### src/rtl/core/emnl_ram.sv
`timescale 1ns / 1ps
// Generic single-write, single-read RAM with registered read data.
// No dependencies.
module emnl_ram #(
	parameter int WIDTH = 16,
	parameter int DEPTH = 64
) (
	input  logic                     clk,
	input  logic                     we,
	input  logic [$clog2(DEPTH)-1:0] waddr,
	input  logic [WIDTH-1:0]         wdata,
	input  logic [$clog2(DEPTH)-1:0] raddr,
	output logic [WIDTH-1:0]         rdata
);

	logic [WIDTH-1:0] mem [DEPTH];

	always_ff @(posedge clk) begin
		if (we) begin
			mem[waddr] <= wdata;
		end
		rdata <= mem[raddr];
	end

endmodule

### config.mk
export PLATFORM = sky130hd
export DESIGN_NAME = emnl_ram
export DESIGN_NICKNAME = d
export VERILOG_FILES = /design/src/rtl/core/emnl_ram.sv
export SDC_FILE = /design/constraint.sdc
export NUM_CORES = 1
export LEC_CHECK = 0
export BUFFER_PORTS_ARGS = -buffer_cell sky130_fd_sc_hd__buf_2
export CAP_MARGIN = 20
export CORE_AREA = 5 5 345 347
export DETAILED_ROUTE_END_ITERATION = 8
export DIE_AREA = 0 0 350 352
export PLACE_DENSITY = 0.62
export REMOVE_ABC_BUFFERS = 1
export SYNTH_ARGS = -nofsm -noshare
export SYNTH_HDL_FRONTEND = slang
export SYNTH_SLANG_ARGS = --single-unit
export TNS_END_PERCENT = 10
### constraint.sdc
create_clock -name clk -period 2 [get_ports clk]
set_input_delay 0.1 -clock clk [delete_from_list [all_inputs] [get_ports clk]]
set_output_delay 0.1 -clock clk [all_outputs]
set_load 0.03 [all_outputs]
==> flow_metrics.env, run 1 <==
export IMPL_yosysTopAreaCell="edfxtp_1"
export IMPL_cts_buffer_depth=3
export IMPL_cts_max_level=3
export IMPL_hold_path_class="in -> reg"
export IMPL_post_cts_repair_setup_buffers=0
export IMPL_power_density_mw_per_mm2=944.2
export IMPL_cts_tree="built"
export IMPL_clkTransAtPathRegs_ns=0.06
export IMPL_place_inst=3558
export IMPL_multi_input_area_mm2=0.008320
export IMPL_io_pins=46
export IMPL_drc=0
export IMPL_endpoint_kind="flop"
export IMPL_fin_tns_setup_ns=-0.004212
export IMPL_syn_area_mm2=0.04004
export IMPL_period_share_pct=100.2
export IMPL_initial_core_util_pct=34.64
export IMPL_finalWorstSetupSlack_ns=-0.004212
export IMPL_worstPathRequired_ns=2.53
export IMPL_antenna_found_initial=12
export IMPL_crit_path_start_kind="flop"
export IMPL_maxSlewHeadroom_pct=34.53
export IMPL_dp_hpwl_mm=60.39
export IMPL_ys_flop_type="edfxtp_1"
export IMPL_status="complete, but fails checks"
export IMPL_vias_per_cell=5.251
export IMPL_worstMarginPinSlew_ns=0.9821
export IMPL_areaGrowthSynthToFinish_pct=18.58
export IMPL_synth_edf_count=1024
export IMPL_total_power_w=0.04483
export IMPL_max_stage_delay_ns=0.47
export IMPL_cts_num_sinks=1040
export IMPL_syn_inst=1829
export IMPL_synth_avg_cell_area_um2=21.89
export IMPL_worst_clock_skew_ns=0.03502
export IMPL_max_freq_mhz=498.9
export IMPL_io_buffers=45
export IMPL_critPathSlowestCell="mux4_2"
export IMPL_slew_violations=0
export IMPL_finalSetupViolations=1
export IMPL_die_w_um=350
export IMPL_fin_cells=3763
export IMPL_p_leak_nw=15.23
export IMPL_violations="negative setup slack"
export IMPL_drtIter0Drc=2094
export IMPL_finalNetCount=2181
export IMPL_num_vias=19760
export IMPL_die_area_mm2=0.1232
export IMPL_dr_pass1_iters=5
export IMPL_drive_above_1_share_pct=32.05
export IMPL_post_route_util_pct=41.08
export IMPL_rsz0062_at_grt="no"
export IMPL_fin_crit_ns=2.004
export IMPL_synth_seq_cells=1040
export IMPL_hold_viol=0
export IMPL_final_area_mm2=0.04748
export IMPL_wl_per_cell_um=25.47
export IMPL_path_max_fanout=1
export IMPL_grt_first_pass_wirelength_mm=140.4
export IMPL_routed_wl_mm=95.83
export IMPL_yosys_warnings=0
export IMPL_crit_chain="mux4_2 > a22oi_1 > nand3_1 > and4_2"
export IMPL_arrival_ns=2.54
export IMPL_synth_yosys_seq_area_share_pct=77.59
export IMPL_criticalPathCategory="reg -> reg"
export IMPL_post_dp_cell_area_mm2=0.04415
export IMPL_n_fill_cell=10020
export IMPL_cts_root_buffer="clkbuf_16"
export IMPL_cp_top_family="simple AND/OR/NAND/NOR gates"
export IMPL_antenna_left=0
export IMPL_synthArstFlopShare_pct=0
export IMPL_rows=125
export IMPL_clock_latency_ns=0.68
export IMPL_cp_num_buf_inv=0
export IMPL_track_usage_pct=15.39
export IMPL_synth_top_area_share_pct=76.79
export IMPL_grt_max_degree=65
export IMPL_overflow=0
export IMPL_cts_buffers_inserted=101
export IMPL_die_h_um=352
export IMPL_coreArea_mm2=0.1156
export IMPL_peakVddDrop_mv=0.8143
export IMPL_grt_pass1_vias=20160
export IMPL_ff_latch_area_mm2=0.03107
export IMPL_synthTopCellsByArea="edfxtp_1, mux4_2, mux2i_1"
export IMPL_place_congestion=0.8553
export IMPL_yosysUniqueCellTypes=43
export IMPL_cap_violations=0
-- cell usage in the layout, fill, tap and decap left out, types with 17 or more instances in the layout --
master,instances
clkinv_2,21
a21oi_1,17
nand3_1,24
buf_2,42
a22oi_1,37
mux2i_1,81
edfxtp_1,1024
mux2_2,27
buf_4,208
buf_12,56
nand2_1,59
nor2b_1,30
nor2_1,72
mux4_2,220
clkbuf_16,103
clkinv_1,26
-- worst reg2reg max path, cell delays in order, from the launching register on --
cell and delay (ns):
edfxtp_1 0.37, mux4_2 0.47, a22oi_1 0.36, nand3_1 0.27, and4_2 0.39
-- cells by family (layout without fill, tap and decap cells) --
group | Yosys count | in the layout | share of synthesized area (%)
flip-flops | 1040 | 1040 | 77.59
multiplexers | 336 | 336 | 15.52
AND/OR/NAND/NOR | 220 | 220 | 2.647
other | 0 | 11 | 0
AO/OA/AOI/OAI | 129 | 129 | 2.409
buffers and inverters | 104 | 503 | 1.831
-- sequential cells by signal, summed over array words and instances (netlist names) --
name,flops
mem,1024
rdata,16
-- per-layer routing --
metal	GRT usage [%]	vias to the layer above	wire length, µm
met5	0	-	30
met4	3.913	4	2237
met3	2.991	149	7205
met2	24.95	729	46550
met1	21.52	10540	39810
li1	-	8338	-
-- synth_stat cells (17+ instances only) --
cell type,count
nor2b_1,30
buf_6,17
a22oi_1,39
nand2_1,59
nand3_1,24
mux4_2,220
buf_2,36
edfxtp_1,1024
nor2_1,72
mux2_2,27
a21oi_1,17
clkbuf_1,24
mux2i_1,85
-- where the power goes --
part / switching (W) / leakage, nW / internal (W)
registers: 0.0000882 / 9.35 / 0.0241
clock network: 0.00793 / 1.52 / 0.0100
logic: 0.00155 / 4.37 / 0.00111
total: 0.00957 / 15.2 / 0.0353
-- final timing paths --
check             slack [ns]   endpoint  depth (start not counted)         from
setup / recovery      -0.004   rdata[2]                          4   mem[48][2]
hold / removal           0.1   rdata[4]                          4     raddr[5]
setup reg to reg      -0.004   rdata[2]                          4   mem[48][2]
hold reg to reg         0.83  rdata[14]                          5  mem[62][14]
-- cell type report --
class / instances / area share, %
flip-flops and latches: 1040 / 65.44
multi-input cells: 685 / 17.52
repair buffers: 323 / 6.474
clock buffers: 119 / 5.555
well taps: 1524 / 4.016
clock inverters: 61 / 0.9381
diodes: 11 / 0.05797
-- stage by stage --
step / hold WS [ns] / setup WS (ns)
5_1_grt: 0.06305 / 0.0006695
2_1_floorplan: 0.1989 / 0.01752
6_report: 0.09868 / -0.004212
3_5_place_dp: 0.5507 / -0.4094
4_1_cts: 0.03297 / 0.01912
3_3_place_gp: 0.5463 / -0.4287
-- what timing repair did --
item	in CTS	in global routing
hold buffers	12	1
endpoints found under the hold margin	553	14
gates resized for setup	4	10
pin swaps	1	2
setup endpoints to repair	3	5
(Power assumes the default switching activity.)
==> run 2, diff against run 1 <==
PLACE_DENSITY = 0.6   (was 0.62)
clock period = 2.1 ns   (was 2 ns; I/O delays follow)
==> flow_metrics.env, run 2 (synthesis results as in run 1) <==
export IMPL_largest_reg_flops=1024
export IMPL_cts_tree="built"
export IMPL_period_share_pct=97.76
export IMPL_hold_path_class="in -> reg"
export IMPL_p_leak_nw=15.27
export IMPL_finalNetCount=2165
export IMPL_power_switching_w=0.009172
export IMPL_holdWs_ns=0.02477
export IMPL_post_cts_repair_setup_buffers=0
export IMPL_internal_power_w=0.03453
export IMPL_rsz0062_at_grt="no"
export IMPL_peakVddDrop_mv=0.6441
export IMPL_r2r_setup_slack_ns=0.05
export IMPL_drc=0
export IMPL_r2r_end="rdata[11]"
export IMPL_antenna_left=0
export IMPL_switching_share_pct=20.99
export IMPL_antenna_found_initial=4
export IMPL_fin_crit_ns=2.053
export IMPL_max_freq_mhz=487.1
export IMPL_wl_per_cell_um=26.10
export IMPL_clock_latency_ns=0.67
export IMPL_rows=125
export IMPL_post_dp_cell_area_mm2=0.04407
export IMPL_n_fill_cell=9938
export IMPL_worstMarginPinSlew_ns=0.7490
export IMPL_cts_num_sinks=1040
export IMPL_cap_violations=0
export IMPL_grt_max_degree=65
export IMPL_final_area_mm2=0.04756
export IMPL_path_max_fanout=1
export IMPL_track_usage_pct=15.77
export IMPL_routed_wl_mm=97.71
export IMPL_layout_commonest_cell="edfxtp_1"
export IMPL_worstPathRequired_ns=2.64
export IMPL_cts_max_level=3
export IMPL_drtIter0Drc=2371
export IMPL_p_clk_share_pct=41.5
export IMPL_drive_above_1_share_pct=31.70
export IMPL_crit_path_end="rdata[11]"
export IMPL_status="finished, final reports clean"
export IMPL_arrival_ns=2.59
export IMPL_die_area_mm2=0.1232
export IMPL_post_route_util_pct=41.15
export IMPL_worst_clock_skew_ns=0.02882
export IMPL_crit_path_start_kind="flop"
export IMPL_cts_root_buffer="clkbuf_16"
export IMPL_finalSetupViolations=0
export IMPL_io_buffers=45
export IMPL_coreArea_mm2=0.1156
export IMPL_endpoint_kind="flop"
export IMPL_grt_first_pass_wirelength_mm=142.5
export IMPL_hold_start="wdata[5]"
export IMPL_slew_violations=0
export IMPL_maxSlewHeadroom_pct=50.07
export IMPL_reg2regPathDepth=6
export IMPL_overflow=0
export IMPL_dr_pass1_iters=8
export IMPL_crit_start="mem[11][11]"
export IMPL_sequentialPowerShare_pct=52.8
export IMPL_die_w_um=350
export IMPL_power_density_mw_per_mm2=919.1
export IMPL_cts_buffer_depth=3
export IMPL_areaGrowthSynthToFinish_pct=18.76
export IMPL_grt_pass1_vias=20280
export IMPL_clkTransAtPathRegs_ns=0.06
export IMPL_criticalPathCategory="reg -> reg"
export IMPL_cts_buffers_inserted=102
export IMPL_die_h_um=352
export IMPL_initial_core_util_pct=34.64
export IMPL_dp_hpwl_mm=63.18
export IMPL_largestRegisters="mem x1024, rdata x16"
export IMPL_place_congestion=0.8284
export IMPL_largest_register="mem"
export IMPL_num_vias=19650
export IMPL_pwr_share_comb_pct=5.7
export IMPL_io_pins=46
export IMPL_vias_per_cell=5.250
export IMPL_hold_viol=0
export IMPL_regToRegStartpoint="mem[11][11]"
export IMPL_most_common_layout_cells="edfxtp_1, mux4_2, buf_4"
[run 2: timing repair]
| action | CTS | global route |
|---|---|---|
| setup endpoints to repair | 1 | 1 |
| hold endpoints to repair | 315 | 0 |
| pin swaps | 0 | 1 |
| gates resized for setup | 2 | 0 |
| hold buffers | 12 | 0 |
[run 2: power by group through the flow]
stage / clock (W) / sequential [W] / combinational [W]
floorplan: 0 / 0.0235 / 0.000852
global placement: 0 / 0.0235 / 0.00246
CTS: 0.0185 / 0.0231 / 0.00254
finish: 0.0181 / 0.0231 / 0.00250
detailed placement: 0 / 0.0235 / 0.00251
global route: 0.0194 / 0.0231 / 0.00266
[run 2: final cells by class]
class	instances	area [µm²]	share of cell area, %
timing repair buffer	306	2967	6.238
clock buffer	133	2813	5.915
antenna	1	2.502	0.005262
clock inverter	54	533.0	1.121
tap	1524	1907	4.010
sequential	1040	31070	65.33
multi-input combinational	685	8264	17.38
[run 2: worst min path at each step]
stage / endpoint / slack [ns] / depth (start not counted)
finish: mem[14][5] / 0.02 / 1
global route: mem[10][5] / 0.01 / 1
CTS: mem[5][15] / 0.01 / 1
global placement: mem[22][8] / 0.43 / 1
detailed placement: mem[23][8] / 0.46 / 1
floorplan: mem[0][0] / 0.20 / 0
[run 2: stage by stage]
step | total power (W) | setup slack (ns) | cells | setup TNS (ns)
final | 0.04371 | 0.04702 | 3743 | 0
after global routing | 0.04515 | 0.02563 | 3742 | 0
after CTS | 0.04411 | 0.05762 | 3742 | 0
after detailed placement | 0.02601 | -0.5872 | 3543 | -3.739
after global placement | 0.02596 | -0.5505 | 3543 | -3.397
after floorplan | 0.02439 | 0.1125 | 1725 | 0
[run 2: metal layers]
| layer | part of all wire [%] | wire length (µm) | GRT usage (%) |
|---|---|---|---|
| met1 | 42 | 40800 | 22.20 |
| met2 | 49 | 47570 | 25.43 |
| met3 | 7.5 | 7318 | 3.201 |
| met4 | 2.1 | 2007 | 3.726 |
| met5 | 0.013 | 13 | 0 |
[run 2: worst max-delay path, stage by stage (launching register included)]
cell      delay [ns]
edfxtp_1        0.38
mux4_2          0.48
nor2b_1         0.14
a211o_1         0.36
a31oi_4         0.35
buf_4           0.17
a311oi_1        0.04
